File: config.mk
export PLATFORM = sky130hd
export DESIGN_NAME = keyed_stable_rank_sorter_flat
export DESIGN_NICKNAME = d
export VERILOG_FILES = /design/src/rtl/ksrs_pkg.sv /design/src/rtl/ksrs_if.sv /design/src/rtl/ksrs_scan.sv /design/src/rtl/keyed_stable_rank_sorter.sv /design/src/flat_wrapper.sv
export SDC_FILE = /design/constraint.sdc
export NUM_CORES = 1
export LEC_CHECK = 0
export ABC_AREA = 1
export BUFFER_PORTS_ARGS = -buffer_cell sky130_fd_sc_hd__buf_4
export CORE_UTILIZATION = 35
export DETAILED_ROUTE_END_ITERATION = 8
export PLACE_DENSITY = 0.59
export SYNTH_ARGS = -nofsm -noshare
export SYNTH_HDL_FRONTEND = slang
export SYNTH_HIERARCHICAL = 1
export SYNTH_SLANG_ARGS = --single-unit
export TNS_END_PERCENT = 1
File: constraint.sdc
create_clock -name clk -period 2.3 [get_ports clk]
set_input_delay 0.115 -clock clk [delete_from_list [all_inputs] [get_ports clk]]
set_output_delay 0.115 -clock clk [all_outputs]
set_load 0.01 [all_outputs]
File: src/rtl/ksrs_pkg.sv
// Shared types, constants and helpers for the keyed stable rank sorter.
`default_nettype none
package ksrs_pkg;

  // Capacity of the key store and width of a sort key.
  localparam int MAX_CANDIDATES = 31;
  localparam int KEY_BITS       = 16;

  // Derived widths: store address, fill count (holds the capacity itself).
  localparam int ADDR_W = $clog2(MAX_CANDIDATES);
  localparam int CNT_W  = $clog2(MAX_CANDIDATES + 1);

  // Fixed field widths of the channels.
  localparam int FIELD_W   = 16;
  localparam int IDX_W     = 6;
  localparam int CFG_IDX_W = 4;
  localparam int CFG_DAT_W = 16;

  // Configuration register indexes.
  localparam logic [CFG_IDX_W-1:0] REG_RANK_BY_JOB = CFG_IDX_W'(0);
  localparam logic [CFG_IDX_W-1:0] REG_UNABLE_KEY  = CFG_IDX_W'(1);

  // Reset value of the unable-to-do key.
  localparam logic [FIELD_W-1:0] UNABLE_KEY_RESET = FIELD_W'(65534);

  typedef logic [KEY_BITS-1:0] key_t;
  typedef logic [IDX_W-1:0]    idx_t;

  // One candidate seen by the minimum scan, and the reference pair of the pass.
  typedef struct packed {
    logic clear;
    logic cand_vld;
    logic first_pass;
    key_t cand_key;
    idx_t cand_idx;
    key_t last_key;
    idx_t last_idx;
  } scan_ctl_t;

  typedef struct packed {
    logic vld;
    key_t key;
    idx_t idx;
  } best_t;

  // Sort key of a record from the mode registers and the record's fields.
  function automatic key_t form_key(input logic               rank_by_job,
                                    input logic [FIELD_W-1:0] unable_key,
                                    input logic               can_do_job,
                                    input logic [FIELD_W-1:0] job_count,
                                    input logic [FIELD_W-1:0] month_total);
    logic [FIELD_W-1:0] k;
    if (rank_by_job) begin
      k = can_do_job ? job_count : unable_key;
    end else begin
      k = month_total;
    end
    return key_t'(k);
  endfunction

endpackage
`default_nettype wire

File: src/rtl/ksrs_if.sv
// Handshake channel interfaces: candidate records, sorted pairs, register writes.
`default_nettype none
interface ksrs_cand_if;
  logic                          valid;
  logic                          ready;
  logic                          can_do_job;
  logic [ksrs_pkg::FIELD_W-1:0]  job_count;
  logic [ksrs_pkg::FIELD_W-1:0]  month_total;
  logic                          final_record;

  modport source (output valid, can_do_job, job_count, month_total, final_record,
                  input ready);
  modport sink (input valid, can_do_job, job_count, month_total, final_record,
                output ready);
endinterface

interface ksrs_pair_if;
  logic                          valid;
  logic                          ready;
  logic [ksrs_pkg::IDX_W-1:0]    person_index;
  logic [ksrs_pkg::FIELD_W-1:0]  sort_key;
  logic                          last_out;

  modport source (output valid, person_index, sort_key, last_out, input ready);
  modport sink (input valid, person_index, sort_key, last_out, output ready);
endinterface

interface ksrs_cfg_if;
  logic                           valid;
  logic                           ready;
  logic [ksrs_pkg::CFG_IDX_W-1:0] reg_index;
  logic [ksrs_pkg::CFG_DAT_W-1:0] data;

  modport source (output valid, reg_index, data, input ready);
  modport sink (input valid, reg_index, data, output ready);
endinterface
`default_nettype wire

File: src/rtl/ksrs_scan.sv
// Minimum scan: finds the smallest (key, index) pair above the last one emitted.
`default_nettype none
module ksrs_scan (
  input  wire                  clk,
  input  wire                  rst,
  input  ksrs_pkg::scan_ctl_t  ctl,
  output ksrs_pkg::best_t      best_next
);

  ksrs_pkg::best_t best;
  logic            above_last;
  logic            better;

  // A candidate is eligible when it sorts after the pair emitted last.
  // Entries arrive in ascending index, so a tie in key never displaces the best.
  always_comb begin
    above_last = ctl.first_pass ||
                 (ctl.cand_key > ctl.last_key) ||
                 ((ctl.cand_key == ctl.last_key) && (ctl.cand_idx > ctl.last_idx));
    better     = !best.vld || (ctl.cand_key < best.key);
    best_next  = ctl.clear ? '0 : best;
    if (!ctl.clear && ctl.cand_vld && above_last && better) begin
      best_next.vld = 1'b1;
      best_next.key = ctl.cand_key;
      best_next.idx = ctl.cand_idx;
    end
  end

  // Running best of the current pass.
  always_ff @(posedge clk) begin
    if (rst) begin
      best <= '0;
    end else begin
      best <= best_next;
    end
  end

endmodule
`default_nettype wire

File: src/rtl/keyed_stable_rank_sorter.sv
// Top level of the keyed stable rank sorter: key store, load path and emit sequencer.
//
// Records are taken one per cycle and their sort keys are written into a
// 31-entry key store; the index of a record is its store address plus one.
// The record flagged final starts the sort, and no record is taken until the
// whole sorted run has been delivered. Each output word comes from one full
// pass over the store through its single read port, which picks the smallest
// (key, index) pair above the one emitted before it, so equal keys keep their
// arrival order. The next pass starts only when the current word is taken.
// Records that arrive when the store holds 31 are dropped. Register writes are
// always accepted.
`default_nettype none
module keyed_stable_rank_sorter (
  input  wire          clk,
  input  wire          rst,
  ksrs_cand_if.sink    cand,
  ksrs_pair_if.source  pair,
  ksrs_cfg_if.sink     cfg
);

  localparam logic [1:0] ST_LOAD = 2'd0;
  localparam logic [1:0] ST_SCAN = 2'd1;
  localparam logic [1:0] ST_EMIT = 2'd2;

  localparam logic [ksrs_pkg::CNT_W-1:0] CAPACITY =
    ksrs_pkg::CNT_W'(ksrs_pkg::MAX_CANDIDATES);

  logic [1:0]                     state;
  logic [ksrs_pkg::CNT_W-1:0]     count;
  logic [ksrs_pkg::CNT_W-1:0]     n_total;
  logic [ksrs_pkg::CNT_W-1:0]     emit_cnt;
  logic [ksrs_pkg::ADDR_W-1:0]    rd_addr;
  logic [ksrs_pkg::ADDR_W-1:0]    rd_idx;
  logic                           issuing;
  logic                           rd_vld;
  logic                           first_pass;
  ksrs_pkg::key_t                 rd_key;
  ksrs_pkg::key_t                 last_key;
  ksrs_pkg::idx_t                 last_idx;
  ksrs_pkg::key_t                 out_key;
  ksrs_pkg::idx_t                 out_idx;
  logic                           out_last;

  logic                           rank_by_job;
  logic [ksrs_pkg::FIELD_W-1:0]   unable_key;

  ksrs_pkg::key_t                 key_mem [ksrs_pkg::MAX_CANDIDATES];

  logic                           cand_acc;
  logic                           pair_acc;
  logic                           has_room;
  logic                           pass_done;
  ksrs_pkg::scan_ctl_t            scan_ctl;
  ksrs_pkg::best_t                best_next;

  assign cand.ready = (state == ST_LOAD);
  assign cand_acc   = cand.valid && cand.ready;
  assign pair_acc   = pair.valid && pair.ready;
  assign has_room   = (count < CAPACITY);
  assign pass_done  = rd_vld && ((ksrs_pkg::CNT_W'(rd_idx) + 1'b1) == n_total);

  assign pair.valid        = (state == ST_EMIT);
  assign pair.person_index = out_idx;
  assign pair.sort_key     = ksrs_pkg::FIELD_W'(out_key);
  assign pair.last_out     = out_last;

  // Configuration registers.
  assign cfg.ready = 1'b1;

  always_ff @(posedge clk) begin
    if (rst) begin
      rank_by_job <= 1'b0;
      unable_key  <= ksrs_pkg::UNABLE_KEY_RESET;
    end else if (cfg.valid && cfg.ready) begin
      case (cfg.reg_index)
        ksrs_pkg::REG_RANK_BY_JOB: rank_by_job <= cfg.data[0];
        ksrs_pkg::REG_UNABLE_KEY:  unable_key  <= ksrs_pkg::FIELD_W'(cfg.data);
        default: ;
      endcase
    end
  end

  // Key store: written on load, read once per cycle while a pass is issuing.
  always_ff @(posedge clk) begin
    if (cand_acc && has_room) begin
      key_mem[count[ksrs_pkg::ADDR_W-1:0]] <=
        ksrs_pkg::form_key(rank_by_job, unable_key, cand.can_do_job,
                           cand.job_count, cand.month_total);
    end
    if (issuing) begin
      rd_key <= key_mem[rd_addr];
    end
  end

  // Minimum scan over the words returned by the store.
  always_comb begin
    scan_ctl.clear      = cand_acc || pair_acc;
    scan_ctl.cand_vld   = rd_vld;
    scan_ctl.first_pass = first_pass;
    scan_ctl.cand_key   = rd_key;
    scan_ctl.cand_idx   = ksrs_pkg::idx_t'(rd_idx) + 1'b1;
    scan_ctl.last_key   = last_key;
    scan_ctl.last_idx   = last_idx;
  end

  ksrs_scan u_scan (
    .clk       (clk),
    .rst       (rst),
    .ctl       (scan_ctl),
    .best_next (best_next)
  );

  // Output word: loaded from the scan result when a pass finishes.
  always_ff @(posedge clk) begin
    if (pass_done) begin
      out_key  <= best_next.key;
      out_idx  <= best_next.idx;
      out_last <= ((emit_cnt + 1'b1) == n_total);
    end
    if (pair_acc) begin
      last_key <= out_key;
      last_idx <= out_idx;
    end
  end

  // Sequencer: load, scan passes and word handoff.
  always_ff @(posedge clk) begin
    if (rst) begin
      state      <= ST_LOAD;
      count      <= '0;
      n_total    <= '0;
      emit_cnt   <= '0;
      rd_addr    <= '0;
      rd_idx     <= '0;
      issuing    <= 1'b0;
      rd_vld     <= 1'b0;
      first_pass <= 1'b0;
    end else begin
      rd_vld <= issuing;
      if (issuing) begin
        rd_idx <= rd_addr;
        if ((ksrs_pkg::CNT_W'(rd_addr) + 1'b1) == n_total) begin
          issuing <= 1'b0;
        end else begin
          rd_addr <= rd_addr + 1'b1;
        end
      end
      case (state)
        ST_LOAD: begin
          if (cand_acc) begin
            if (has_room) begin
              count <= count + 1'b1;
            end
            if (cand.final_record) begin
              n_total    <= has_room ? count + 1'b1 : count;
              emit_cnt   <= '0;
              first_pass <= 1'b1;
              rd_addr    <= '0;
              issuing    <= 1'b1;
              state      <= ST_SCAN;
            end
          end
        end
        ST_SCAN: begin
          if (pass_done) begin
            state <= ST_EMIT;
          end
        end
        ST_EMIT: begin
          if (pair_acc) begin
            emit_cnt   <= emit_cnt + 1'b1;
            first_pass <= 1'b0;
            if (out_last) begin
              count <= '0;
              state <= ST_LOAD;
            end else begin
              rd_addr <= '0;
              issuing <= 1'b1;
              state   <= ST_SCAN;
            end
          end
        end
        default: begin
          state <= ST_LOAD;
        end
      endcase
    end
  end

  // The fill count never passes the store capacity.
  a_count_bound: assert property (@(posedge clk) disable iff (rst)
    count <= CAPACITY)
    else $error("fill count above capacity");

  // Store reads only return during a scan pass.
  a_read_in_scan: assert property (@(posedge clk) disable iff (rst)
    rd_vld |-> (state == ST_SCAN))
    else $error("store read outside a scan pass");

  // Every emitted index names a loaded record.
  a_index_range: assert property (@(posedge clk) disable iff (rst)
    pair.valid |-> (pair.person_index != '0) &&
                   (ksrs_pkg::CNT_W'(pair.person_index) <= n_total))
    else $error("emitted index outside the loaded range");

  // Taking the final word of a run empties the store.
  a_run_end: assert property (@(posedge clk) disable iff (rst)
    (pair_acc && pair.last_out) |=> (state == ST_LOAD) && (count == '0))
    else $error("store not emptied after the final word");

endmodule
`default_nettype wire
File: src/flat_wrapper.sv
// flat-port wrapper written by rule: the top's interface ports become plain ports
module keyed_stable_rank_sorter_flat 
  (clk, rst, cand_valid, cand_can_do_job, cand_job_count, cand_month_total, cand_final_record, cand_ready, pair_valid, pair_person_index, pair_sort_key, pair_last_out, pair_ready, cfg_valid, cfg_reg_index, cfg_data, cfg_ready);
  ksrs_cand_if cand_i ();
  ksrs_pair_if pair_i ();
  ksrs_cfg_if cfg_i ();
  input  wire clk;
  input  wire rst;
  input wire logic [$bits(cand_i.valid)-1:0] cand_valid;
  input wire logic [$bits(cand_i.can_do_job)-1:0] cand_can_do_job;
  input wire logic [$bits(cand_i.job_count)-1:0] cand_job_count;
  input wire logic [$bits(cand_i.month_total)-1:0] cand_month_total;
  input wire logic [$bits(cand_i.final_record)-1:0] cand_final_record;
  output wire logic [$bits(cand_i.ready)-1:0] cand_ready;
  output wire logic [$bits(pair_i.valid)-1:0] pair_valid;
  output wire logic [$bits(pair_i.person_index)-1:0] pair_person_index;
  output wire logic [$bits(pair_i.sort_key)-1:0] pair_sort_key;
  output wire logic [$bits(pair_i.last_out)-1:0] pair_last_out;
  input wire logic [$bits(pair_i.ready)-1:0] pair_ready;
  input wire logic [$bits(cfg_i.valid)-1:0] cfg_valid;
  input wire logic [$bits(cfg_i.reg_index)-1:0] cfg_reg_index;
  input wire logic [$bits(cfg_i.data)-1:0] cfg_data;
  output wire logic [$bits(cfg_i.ready)-1:0] cfg_ready;
  assign cand_i.valid = cand_valid;
  assign cand_i.can_do_job = cand_can_do_job;
  assign cand_i.job_count = cand_job_count;
  assign cand_i.month_total = cand_month_total;
  assign cand_i.final_record = cand_final_record;
  assign cand_ready = cand_i.ready;
  assign pair_valid = pair_i.valid;
  assign pair_person_index = pair_i.person_index;
  assign pair_sort_key = pair_i.sort_key;
  assign pair_last_out = pair_i.last_out;
  assign pair_i.ready = pair_ready;
  assign cfg_i.valid = cfg_valid;
  assign cfg_i.reg_index = cfg_reg_index;
  assign cfg_i.data = cfg_data;
  assign cfg_ready = cfg_i.ready;
  keyed_stable_rank_sorter u_core (.clk(clk), .rst(rst), .cand(cand_i), .pair(pair_i), .cfg(cfg_i));
endmodule
# Yosys cells after proc, flatten, opt, wreduce, memory -nomap -nowiden

Memory sizes are Yosys's and may differ from the RTL's. A register that Yosys moved wholly into a read port is not among the register bits.
Cells that the tools add are included.

Word-level logic and storage cells: 105
Memories: 1
Output and inout bits: 26
Bits in writable memories: 496
Register bits: 115

Reduce and logical (&&, ||, !) cells: 24
Equality and inequality tests: 12
Add/sub/neg operators: 5
Muxes and demuxes: 40
Magnitude comparators: 4

Memories:

| memory         | depth | bits a word | read ports | clocked after memory_dff | wr ports | line                           | text |
|---|---|---|---|---|---|---|---|
| u_core.key_mem | 31    | 16          | 1          | 1                        | 1        | keyed_stable_rank_sorter.sv:47 | `ksrs_pkg::key_t key_mem [ksrs_pkg::MAX_CANDIDATES];` |

Operators by type and width:

| kind                                                                  | count |
|---|---|
| 5-bit 2-to-1 mux                                                      | 13 |
| 16-bit 2-to-1 mux                                                     | 3 |
| 23-bit 2-to-1 mux                                                     | 2 |
| 5-bit case mux with 2 select lines                                    | 3 |
| 5-bit by 1-bit adder with 5-bit output, second input constant         | 4 |
| 16-bit equality test                                                  | 1 |
| 16-bit > comparator                                                   | 1 |
| 16-bit less-than comparator                                           | 1 |
| 5-bit equality test                                                   | 3 |
| 1-bit 2-to-1 mux                                                      | 12 |
| 4-bit AND reduction                                                   | 3 |
| 1-bit logical AND                                                     | 8 |
| 2-bit 2-to-1 mux                                                      | 4 |
| 2-bit inequality test, second input constant                          | 4 |
| 5-bit by 1-bit adder with 6-bit output, second input constant         | 1 |
| 6-bit > comparator                                                    | 1 |
| 2-bit case mux with 3 select lines                                    | 1 |
| 5-bit less-than comparator, second input constant                     | 1 |
| 4-bit by 1-bit equality test with 1-bit output, second input constant | 1 |
| 4-bit logical NOT                                                     | 1 |
| 1-bit logical OR                                                      | 4 |
| 1-bit case mux with 2 select lines                                    | 2 |
| 2-bit AND reduction                                                   | 2 |
| 2-bit nonzero test                                                    | 2 |
| other kinds (6)                                                       | 7 |

# Logic depth before layout (Yosys ltp)

Gate-level depths: netlist of run 1.

Word-level depth: 8
Mapped depth: 19
Gate-level depth less buffers: 18

# Hierarchy

Netlist of run 1, hierarchy kept.

By module, submodules not included:

| module                   | seq. area each (µm²) | instances | cells each | area an instance (µm²) |
|---|---|---|---|---|
| keyed_stable_rank_sorter | 17666.9              | 1         | 1931       | 23999.3 |
| ksrs_scan                | 460.4                | 1         | 363        | 2208.4 |

# Worst setup path before layout of run 1

OpenSTA, ideal clock, no wires.

Path kind: register to register
Start: register u_core.rank_by_job
End: memory u_core/key_mem[0][10] (netlist bit), data pin
Period minus slack after synthesis: 2424 ps
Arrival: 1977 ps
Slack: -124 ps
Setup time: 446 ps
Stages on the path, launching flop included: 4
Path through: dfxtp_1 > clkbuf_1 > o21ai_0 > o21ai_0

Cells in the longest elaborated chain, start to end: 2

Ends and longest elaborated chain:

| what                   | line                           | text |
|---|---|---|
| from (decl)            | keyed_stable_rank_sorter.sv:44 | `logic rank_by_job;` |
| from (signal assigned) | keyed_stable_rank_sorter.sv:76 | `ksrs_pkg::REG_RANK_BY_JOB: rank_by_job <= cfg.data[0];` |
| 16-bit 2-to-1 mux      | ksrs_pkg.sv:53                 | `if (rank_by_job) begin` |
| 16-bit 2-to-1 mux      | keyed_stable_rank_sorter.sv:85 | `if (cand_acc && has_room) begin` |
| to (decl)              | keyed_stable_rank_sorter.sv:47 |  |

No other way between the ends. The select of a mux whose other input is x is not followed.

==> results.md, run 1 <==
- Critical Path AT: around 2.8 ns
- Number of global-route vias before repair: 17700
- Leak: approximately 12 nW
- GP Congestion: around 0.86
- Core area: ~0.074 mm2
- Site row count: just under 100
- CTS max path bufs: 3
- Commonest non-fill, non-tap cell in the layout: edfxtp_1
- CP endpoint kind: register
- Clk_lat worst skew: slightly above 0.6 ns
- H-tree Lvls: 3
- Pre-CTS setup slack: -0.110 ns
- Wirelength per Cell: 20.4 um
- Post-Synthesis Cells: roughly 2300
- Final Util: between 40% and 50%
- Port Buffers: 83
- Finish-stage setup viols: 29
- Yosys warns: 6
- Drt drc: 0
- Final WS setup: -0.126 ns
- VDD IR max: between 0.0005 and 0.0006 V
- Relative slew slack: ~42%
- CP Max Fanout: 6
- Die boundary width: around 280 um
- Die Span Y: roughly 280 um
- Period utilization: 105%
- Hold Crit Class: primary input to register
- WS Path Type: register to register
- F_max: between 400 and 500 MHz
- # nets final: 2595
- Layout Skew: approximately 0.022 ns
- Initial antenna violation count: 0
- Most frequent cells in the layout: edfxtp_1 (557), nand2_1 (415), nor2_1 (271)
- Syn Area/Cell: about 11 um2
- Worst EP required: 2.66 ns
- Hold Fails Final Rpt: 0
- Layout cell share with drive strength beyond 1: approximately 16%
- Via/cell ratio: 5.25
- Syn nets: roughly 2400
- GRT Overall Usage: 18.7%
- CTS tree: yes
- Final WL: between 70000 and 80000 um
- Min cycle time layout: about 2.4 ns
- Die footprint: ~0.076 mm2
- Failing checks: setup timing
- Pin count of the biggest net entering global routing: between 70 and 80
- DR iter-0 viols: 1680
- Max-cap violations: 0
- Post-DP HPWL: between 40000 and 50000 um
- Final Instance Area: roughly 0.032 mm2
- Worst-Margin Slew: just under 0.9 ns
- CTS Sinks: around 630
- Clk Tree Root Cell: clkbuf_16
- Pins Over Slew Limit: 0
- Vias: around 18000
- Post-route ant nets: 0
- Filler instances: about 6700
- Cell Area, Placed: around 0.029 mm2
- I/O pin count: 85
- DR pass1 iterations: 6
- Total power: around 0.027 W
- Post-Syn Area: 0.0262 mm2
- Initial Util: a little over a third
- Total gr overflow: 0
- PwrDens: about 840 mW/mm2
- Outcome: finished, violations left
- First-pass GRT wire length: 106000 um
- RSZ-0062 raised after global routing: yes
- Syn-to-layout area delta: 21.0%
- Crit start category: register
- Num CTS Buffers: 67
- Worst-path clk slew: roughly 0.06 ns
-- worst max-delay path, cell delays in order (launching register included) --
cell and delay, ns:
dfxtp_2 0.36, ha_4 0.17, nand3_4 0.08, xor2_2 0.16, ha_1 0.30, nand2_2 0.11, o21bai_1 0.11, nand3_1 0.09
nand3_1 0.07, nand2_1 0.06, inv_2 0.09, nand2_8 0.09, buf_6 0.14, nand3_4 0.14, nand2_1 0.08, nand2_1 0.08
inv_1 0.04
-- worst paths after layout --
check / cells past startpoint / slack, ns / to / from
worst min-delay path: 4 / 0.05 / u_core/key_mem[27][4]$_DFFE_PP_ / cand_month_total[4]
worst max-delay path: 16 / -0.13 / u_core/pair.person_index[4]$_DFFE_PP_ / u_core/rd_idx[0]$_SDFFE_PP0P_
worst min register to register: 0 / 0.46 / u_core/last_key[15]$_DFFE_PP_ / u_core/pair.sort_key[15]$_DFFE_PP_
worst max register to register: 16 / -0.13 / u_core/pair.person_index[4]$_DFFE_PP_ / u_core/rd_idx[0]$_SDFFE_PP0P_
-- final cells by class --
cell class / instances / area (um2) / area share (%)
clock buffer: 101 / 1950 / 6.15
timing repair buffer: 258 / 2480 / 7.83
inverter: 155 / 589 / 1.86
multi-input combinational: 1383 / 7100 / 22.4
sequential: 627 / 18100 / 57.2
antenna: 2 / 5.00 / 0.0158
clock inverter: 22 / 248 / 0.781
tap: 959 / 1200 / 3.78
-- sequential cells by signal, indices dropped and copies added, names as in the netlist, 6 cells and up --
signal,cells
u_core/pair.sort_key,16
u_core/last_key,16
u_core/rd_key,16
u_core/unable_key,16
u_core/pair.person_index,6
u_core/key_mem,496
u_core/u_scan/best,23
u_core/last_idx,6
-- power by group --
| group | internal [W] | total [W] | leakage, nW | switching [W] |
|---|---|---|---|---|
| Combinational | 0.00104 | 0.00322 | 5.11 | 0.00217 |
| Clock | 0.00636 | 0.0107 | 1.07 | 0.00438 |
| Sequential | 0.0126 | 0.0128 | 5.62 | 0.000127 |
-- stage by stage --
step                instances  hold WS (ns)  TNS, ns
global route             3505        0.0534    -8.87
detailed placement       3340         0.328    -2.87
floorplan                2293         0.184   -28.44
finish                   3507        0.0532    -2.48
CTS                      3504        0.0331    -1.12
global placement         3340         0.316    -1.22
-- metal layers --
metal	GRT usage, %	wire length [um]	vias to the layer above
met3	3.12	4560	110
met2	30.4	34100	631
met4	5.67	1680	0
li1	-	-	8550
met5	0	0	-
met1	25.5	31300	9138
-- repair_timing --
item,in CTS,in global routing
gates cloned,4,0
pin swaps,18,19
hold endpoints to repair,34,0
endpoints found under the setup margin,45,71
hold buffers,25,0
resized for setup,21,26
setup buffers,12,2
Power figures use the tool's default switching activity.
==> inputs of run 2 (changes only) <==
--- a/config.mk
+++ b/config.mk
@@ -6,9 +6,11 @@
 export NUM_CORES = 1
 export LEC_CHECK = 0
 export ABC_AREA = 1
+export ABC_CLOCK_PERIOD_IN_PS = 2300
 export BUFFER_PORTS_ARGS = -buffer_cell sky130_fd_sc_hd__buf_4
 export CORE_UTILIZATION = 35
 export DETAILED_ROUTE_END_ITERATION = 8
+export GPL_TIMING_DRIVEN = 0
 export PLACE_DENSITY = 0.59
 export SYNTH_ARGS = -nofsm -noshare
 export SYNTH_HDL_FRONTEND = slang
==> run 2 against run 1 <==
- core utilization up 0.96 points
- via count grew 4.6%
- critical path type unchanged
- global-route usage is 2.4 points higher
- non-clock buffer count up 48
- clock skew up 0.00070 ns
- the flow still finishes with violations (setup timing)
==> results.md, run 2 (synthesized netlist as in run 1, its figures left out) <==
- Outcome: finished, violations left (unchanged)
- Failing checks: setup timing (unchanged)
- First-pass GRT wire length: 117000 um (was 106000 um)
- VDD IR max: 0.000534 V (was 0.000524 V)
- Worst-path clk slew: 0.06 ns (about the same)
- Die Span Y: 276 um (unchanged)
- Worst-Margin Slew: 1.02 ns (was 0.865 ns)
- Most frequent cells in the layout: edfxtp_1 (557), nand2_1 (405), nor2_1 (241) (was edfxtp_1 (557), nand2_1 (415), nor2_1 (271))
- Clk_lat worst skew: 0.61 ns (about the same)
- H-tree Lvls: 3 (unchanged)
- DR pass1 iterations: 8 (was 6)
- Critical Path AT: 2.76 ns (was 2.79 ns)
- Core area: 0.0736 mm2 (unchanged)
- Site row count: 99 (unchanged)
- Critical path's largest stage delay: 0.51 ns (was 0.36 ns)
- CTS max path bufs: 3 (unchanged)
- Hold Fails Final Rpt: 0 (unchanged)
- Pins Over Slew Limit: 0 (unchanged)
- CTS tree: yes (unchanged)
- Total power: 0.0270 W (was 0.0267 W)
- Drt drc: 0 (unchanged)
- CP endpoint kind: register (unchanged)
- F_max: 416 MHz (was 412 MHz)
- Final cell count without fillers: 3546 (was 3507)
- CTS Sinks: 627 (unchanged)
- Cell Area, Placed: 0.0291 mm2 (was 0.0289 mm2)
- Syn-to-layout area delta: 23.7% (was 21.0%)
- Crit start category: register (unchanged)
- Port Buffers: 83 (unchanged)
- Total gr overflow: 0 (unchanged)
- Max-cap violations: 0 (unchanged)
- Hold Crit Class: primary input to register (unchanged)
- Final WL: 81300 um (was 71600 um)
- Die footprint: 0.0760 mm2 (unchanged)
- Critical path's slowest cell: nor2_1 (was dfxtp_2)
- Hold_ws: 0.0301 ns (was 0.0532 ns)
- Post-route ant nets: 0 (unchanged)
- Finish-stage setup viols: 55 (was 29)
- Initial antenna violation count: 1 (was 0)
- CP cell instances: inv_2 > nand2_1 > inv_1 > nand2_2 > nand2_1 > nor2_1 > clkbuf_1 > nand4_1 > nand2_1 > inv_1 (was ha_4 > nand3_4 > xor2_2 > ha_1 > nand2_2 > o21bai_1 > nand3_1 > nand3_1 > nand2_1 > inv_2 > nand2_8 > buf_6 > nand3_4 > nand2_1 > nand2_1 > inv_1)
- Crit path max-delay family: simple AND/OR/NAND/NOR gates (unchanged)
- Wirelength per Cell: 22.9 um (was 20.4 um)
- RSZ-0062 raised after global routing: yes (unchanged)
- PwrDens: 833 mW/mm2 (was 843 mW/mm2)
- Pin count of the biggest net entering global routing: 32 (was 73)
- Final WS setup: -0.103 ns (was -0.126 ns)
- CP Max Fanout: 10 (was 6)
- Largest register FFs: 496 (unchanged)
- Layout Skew: 0.0231 ns (was 0.0224 ns)
- Pre-CTS setup slack: -0.927 ns (was -0.110 ns)
- GP Congestion: 0.935 (was 0.860)
- Initial Util: 35.6% (unchanged)
- Leak: 12.0 nW (was 11.8 nW)
- Number of global-route vias before repair: 18000 (was 17700)
- Clk Tree Root Cell: clkbuf_16 (unchanged)
- Layout cell share with drive strength beyond 1: 19.2% (was 15.9%)
- Commonest non-fill, non-tap cell in the layout: edfxtp_1 (unchanged)
- Num CTS Buffers: 69 (was 67)
- Filler instances: 6658 (was 6663)
- Dpl cells: 3377 (was 3340)
- Via/cell ratio: 5.44 (was 5.25)
- Crit path top cell by count: nand2_1 (unchanged)
- Die boundary width: 276 um (unchanged)
- # nets final: 2642 (was 2595)
- Post-DP HPWL: 56100 um (was 43000 um)
- WS Path Type: register to register (unchanged)
- Final Instance Area: 0.0324 mm2 (was 0.0317 mm2)
- GRT Overall Usage: 21.0% (was 18.7%)
- I/O pin count: 85 (unchanged)
- CP Buf/Inv Count: 4 (was 3)
- Period utilization: 104% (was 105%)
- Min cycle time layout: 2.40 ns (was 2.43 ns)
- Relative slew slack: 31.9% (was 42.2%)
- Worst EP required: 2.66 ns (about the same)
- DR iter-0 viols: 2167 (was 1680)
- Vias: 19300 (was 18400)
==> run 2: path summary, 6_finish.rpt <==
| check | slack [ns] | start | cells after the start | end |
|---|---|---|---|---|
| worst max-delay path | -0.10 | u_core/state[0]$_SDFFE_PP0P_ | 10 | u_core/pair.sort_key[9]$_DFFE_PP_ |
| worst min-delay path | 0.03 | cand_month_total[3] | 3 | u_core/key_mem[5][3]$_DFFE_PP_ |
| worst max register to register | -0.10 | u_core/state[0]$_SDFFE_PP0P_ | 10 | u_core/pair.sort_key[9]$_DFFE_PP_ |
| worst min register to register | 0.45 | u_core/pair.sort_key[15]$_DFFE_PP_ | 0 | u_core/last_key[15]$_DFFE_PP_ |
==> run 2: final cells by class <==
cell class / count / area, um2 / area share [%]
Inverter: 155 / 588 / 1.81
Clock buffer: 85 / 1870 / 5.76
Clock inverter: 33 / 293 / 0.903
Timing Repair Buffer: 175 / 1970 / 6.09
Sequential cell: 627 / 18100 / 56.0
Tap cell: 959 / 1200 / 3.70
Antenna cell: 1 / 2.50 / 0.00772
Buffer: 131 / 724 / 2.23
Multi-Input combinational cell: 1380 / 7630 / 23.5
==> run 2: power by group <==
part / switching (W) / internal, W / total [W]
Combinational: 0.00251 / 0.00108 / 0.00359
Sequential: 0.000118 / 0.0126 / 0.0128
Clock: 0.00445 / 0.00622 / 0.0107
Total: 0.00708 / 0.0199 / 0.0270
==> run 2: repair_timing <==
item                                    CTS  global route
gates resized for setup                  87            87
hold buffers                             25             0
hold endpoints to repair                 34             0
gates cloned                              4             0
endpoints found under the setup margin  545           570
pin swaps                                14            17
buffers inserted                         12             9
==> run 2: tightest hold or removal path: cells and delay by family <==
kind	cells	cell delay (ns)
compound gates	1	0.21
simple gates	1	0.08
buf+inv	1	0.07
==> run 2: per-stage QoR <==
step	util, %	TNS, ns
6_report	44.1	-2.70
5_1_grt	44.1	-9.26
4_1_cts	43.5	-24.81
3_5_place_dp	39.5	-145.61
3_3_place_gp	38.1	-1654.26
2_1_floorplan	-	-28.44
==> run 2: routing by layer <==
metal / share of wire [%] / global-route usage, %
met5: 0.014 / 0
met4: 3.8 / 7.81
met3: 9.9 / 4.54
met2: 46 / 33.6
met1: 40 / 28.1
==> inputs of run 3 (changes only) <==
--- a/config.mk
+++ b/config.mk
@@ -8,10 +8,12 @@
 export ABC_AREA = 1
 export ABC_CLOCK_PERIOD_IN_PS = 2300
 export BUFFER_PORTS_ARGS = -buffer_cell sky130_fd_sc_hd__buf_4
-export CORE_UTILIZATION = 35
+export CELL_PAD_IN_SITES_DETAIL_PLACEMENT = 0
+export CELL_PAD_IN_SITES_GLOBAL_PLACEMENT = 1
+export CORE_UTILIZATION = 27
 export DETAILED_ROUTE_END_ITERATION = 8
 export GPL_TIMING_DRIVEN = 0
-export PLACE_DENSITY = 0.59
+export PLACE_DENSITY = 0.57
 export SYNTH_ARGS = -nofsm -noshare
 export SYNTH_HDL_FRONTEND = slang
 export SYNTH_HIERARCHICAL = 1
==> run 3 against run 2 <==
- the run still ends with setup timing left
- sequential cell count stayed put
- cell count increased by 9.2%
- sequential power barely moved
- critical path depth rose by 6
- register-to-register slack hardly changed
- sequential share of layout area fell by 1.2 points
==> results.md, run 3 (synthesized netlist as in run 1, its figures left out) <==
- Port Buffers: 83 (unchanged)
- Combinational share of power: 13.3% (about the same)
- Pin count of the biggest net entering global routing: 32 (unchanged)
- Die Span Y: 314 um (was 276 um)
- Final cell count without fillers: 3873 (was 3546)
- Failing checks: setup timing (unchanged)
- Core area: 0.0956 mm2 (was 0.0736 mm2)
- Relative slew slack: 42.6% (was 31.9%)
- Post-DP HPWL: 61300 um (was 56100 um)
- Switch Pwr: 0.00737 W (was 0.00708 W)
- Num CTS Buffers: 70 (was 69)
- Commonest non-fill, non-tap cell in the layout: edfxtp_1 (unchanged)
- H-tree Lvls: 3 (unchanged)
- Sequential power share: 46.3% (was 47.2%)
- Final WL: 87200 um (was 81300 um)
- Clk Tree Root Cell: clkbuf_16 (unchanged)
- Critical path's largest stage delay: 0.38 ns (was 0.51 ns)
- Worst setup startpoint: u_core/rd_idx[0]$_SDFFE_PP0P_ (was u_core/state[0]$_SDFFE_PP0P_)
- Die footprint: 0.0983 mm2 (was 0.0760 mm2)
- Vias: 19100 (was 19300)
- CP endpoint kind: register (unchanged)
- Crit path top cell by count: nand2_2 (was nand2_1)
- Pins Over Slew Limit: 0 (unchanged)
- CP Max Fanout: 6 (was 10)
- Diodes inserted: 0 (was 1)
- Final Instance Area: 0.0332 mm2 (was 0.0324 mm2)
- Wirelength per Cell: 22.5 um (was 22.9 um)
- Final WS setup: -0.117 ns (was -0.103 ns)
- CTS tree: yes (unchanged)
- Period utilization: 105% (was 104%)
- Hold_ws: 0.0394 ns (was 0.0301 ns)
- Layout Skew: 0.0288 ns (was 0.0231 ns)
- GRT Overall Usage: 17.5% (was 21.0%)
- CP cell instances: ha_4 > nand3_4 > xor2_4 > ha_4 > nand2_4 > nor2_4 > nand3_2 > nand3_2 > nand2_2 > inv_2 > nand2_4 > nand3_4 > buf_6 > nand2_2 > nand2_2 > inv_1 (was inv_2 > nand2_1 > inv_1 > nand2_2 > nand2_1 > nor2_1 > clkbuf_1 > nand4_1 > nand2_1 > inv_1)
- Dpl cells: 3689 (was 3377)
- Outcome: finished, violations left (unchanged)
- RR Startpoint: u_core/rd_idx[0]$_SDFFE_PP0P_ (was u_core/state[0]$_SDFFE_PP0P_)
- VDD IR max: 0.000464 V (was 0.000534 V)
- Cell Area, Placed: 0.0296 mm2 (was 0.0291 mm2)
- Internal power: 0.0202 W (was 0.0199 W)
- Initial antenna violation count: 4 (was 1)
- First-pass GRT wire length: 126000 um (was 117000 um)
- I/O pin count: 85 (unchanged)
- Crit start category: register (unchanged)
- Finish-stage setup viols: 52 (was 55)
- Die boundary width: 314 um (was 276 um)
- Total power: 0.0275 W (was 0.0270 W)
- PwrDens: 830 mW/mm2 (was 833 mW/mm2)
- Via/cell ratio: 4.92 (was 5.44)
- Max-cap violations: 0 (unchanged)
- Layout cell share with drive strength beyond 1: 20.9% (was 19.2%)
- Min cycle time layout: 2.42 ns (was 2.40 ns)
- DR iter-0 viols: 1883 (was 2167)
- Worst EP required: 2.67 ns (was 2.66 ns)
- GP Congestion: 0.867 (was 0.935)
- Syn-to-layout area delta: 26.5% (was 23.7%)
- Post-route ant nets: 0 (unchanged)
- # nets final: 2654 (was 2642)
- Critical path's slowest cell: dfxtp_4 (was nor2_1)
- Leak: 12.1 nW (was 12.0 nW)
- Hold Fails Final Rpt: 0 (unchanged)
- Largest register FFs: 496 (unchanged)
- WS Path Type: register to register (unchanged)
- Worst-Margin Slew: 0.860 ns (was 1.02 ns)
- RSZ-0062 raised after global routing: yes (unchanged)
- CTS max path bufs: 3 (unchanged)
- Hold Crit Class: primary input to register (unchanged)
- CTS Sinks: 627 (unchanged)
- Worst-path clk slew: 0.06 ns (about the same)
- Initial Util: 27.4% (was 35.6%)
- Total gr overflow: 0 (unchanged)
- Drt drc: 0 (unchanged)
- Switching share of power: 26.8% (was 26.2%)
- Number of global-route vias before repair: 18500 (was 18000)
- DR pass1 iterations: 8 (unchanged)
- Critical Path AT: 2.78 ns (was 2.76 ns)
- Min-delay src: cand_month_total[8] (was cand_month_total[3])
- F_max: 414 MHz (was 416 MHz)
- Most frequent cells in the layout: edfxtp_1 (557), nand2_1 (378), nor2_1 (234) (was edfxtp_1 (557), nand2_1 (405), nor2_1 (241))
- Clock Power Share: 40.3% (was 39.5%)
- Clk_lat worst skew: 0.62 ns (was 0.61 ns)
- Site row count: 113 (was 99)
-- run 3: final timing paths --
| path | end | slack, ns | cells after the start |
|---|---|---|---|
| worst max-delay path | u_core/pair.sort_key[6]$_DFFE_PP_ | -0.12 | 16 |
| worst min-delay path | u_core/key_mem[4][8]$_DFFE_PP_ | 0.04 | 3 |
| worst max register to register | u_core/pair.sort_key[6]$_DFFE_PP_ | -0.12 | 16 |
| worst min register to register | u_core/last_key[13]$_DFFE_PP_ | 0.45 | 0 |
-- run 3: timing repair --
item                                    in CTS  in global routing
endpoints found under the hold margin       65                  0
resized for setup                          107                120
hold buffers                                32                  0
setup buffers                               12                  8
pin swaps                                   16                 22
endpoints found under the setup margin     549                535
gates cloned                                 3                  0
-- run 3: layout make-up --
type                    instances  area [um2]
well taps                    1265        1580
clock buffers                  85        1840
inverters                     155         588
clock inverters                44         440
fillers                      9483       62400
multi-input cells            1380        7710
repair buffers                186        2100
plain buffers                 131         752
flip-flops and latches        627       18100
-- run 3: critical path, delay by kind of cell, from the launching register on --
family / cells / cell delay, ns
XOR/XNOR: 1 / 0.17
adder cells (fa/ha/maj): 2 / 0.44
buffers and inverters: 3 / 0.29
flip-flops: 1 / 0.38
AND/OR/NAND/NOR: 10 / 0.85
-- run 3: per-stage QoR --
step | util (%) | worst slack, ns | TNS [ns]
after detailed placement | 30.9 | -0.533 | -157.06
final | 34.7 | -0.117 | -3.05
after global routing | 34.7 | -0.213 | -9.54
after floorplan | - | -0.124 | -28.44
after global placement | 29.7 | -3.87 | -1854.35
after CTS | 34.2 | -0.225 | -45.30
-- run 3: power by group through the flow --
| stage | combinational (W) | sequential (W) | clock [W] |
|---|---|---|---|
| 3_3_place_gp | 0.00314 | 0.0130 | 0 |
| 4_1_cts | 0.00354 | 0.0128 | 0.0113 |
| 5_1_grt | 0.00393 | 0.0128 | 0.0117 |
| 3_5_place_dp | 0.00334 | 0.0130 | 0 |
| 6_report | 0.00368 | 0.0128 | 0.0111 |
| 2_1_floorplan | 0.00172 | 0.0130 | 0 |
-- run 3: metal layers --
layer,track usage (%),wire [um],up-vias
met1,23.5,37200,9560
li1,-,-,8669
met5,0,13,-
met4,5.64,2600,2
met2,28.1,40800,688
met3,3.71,6620,144
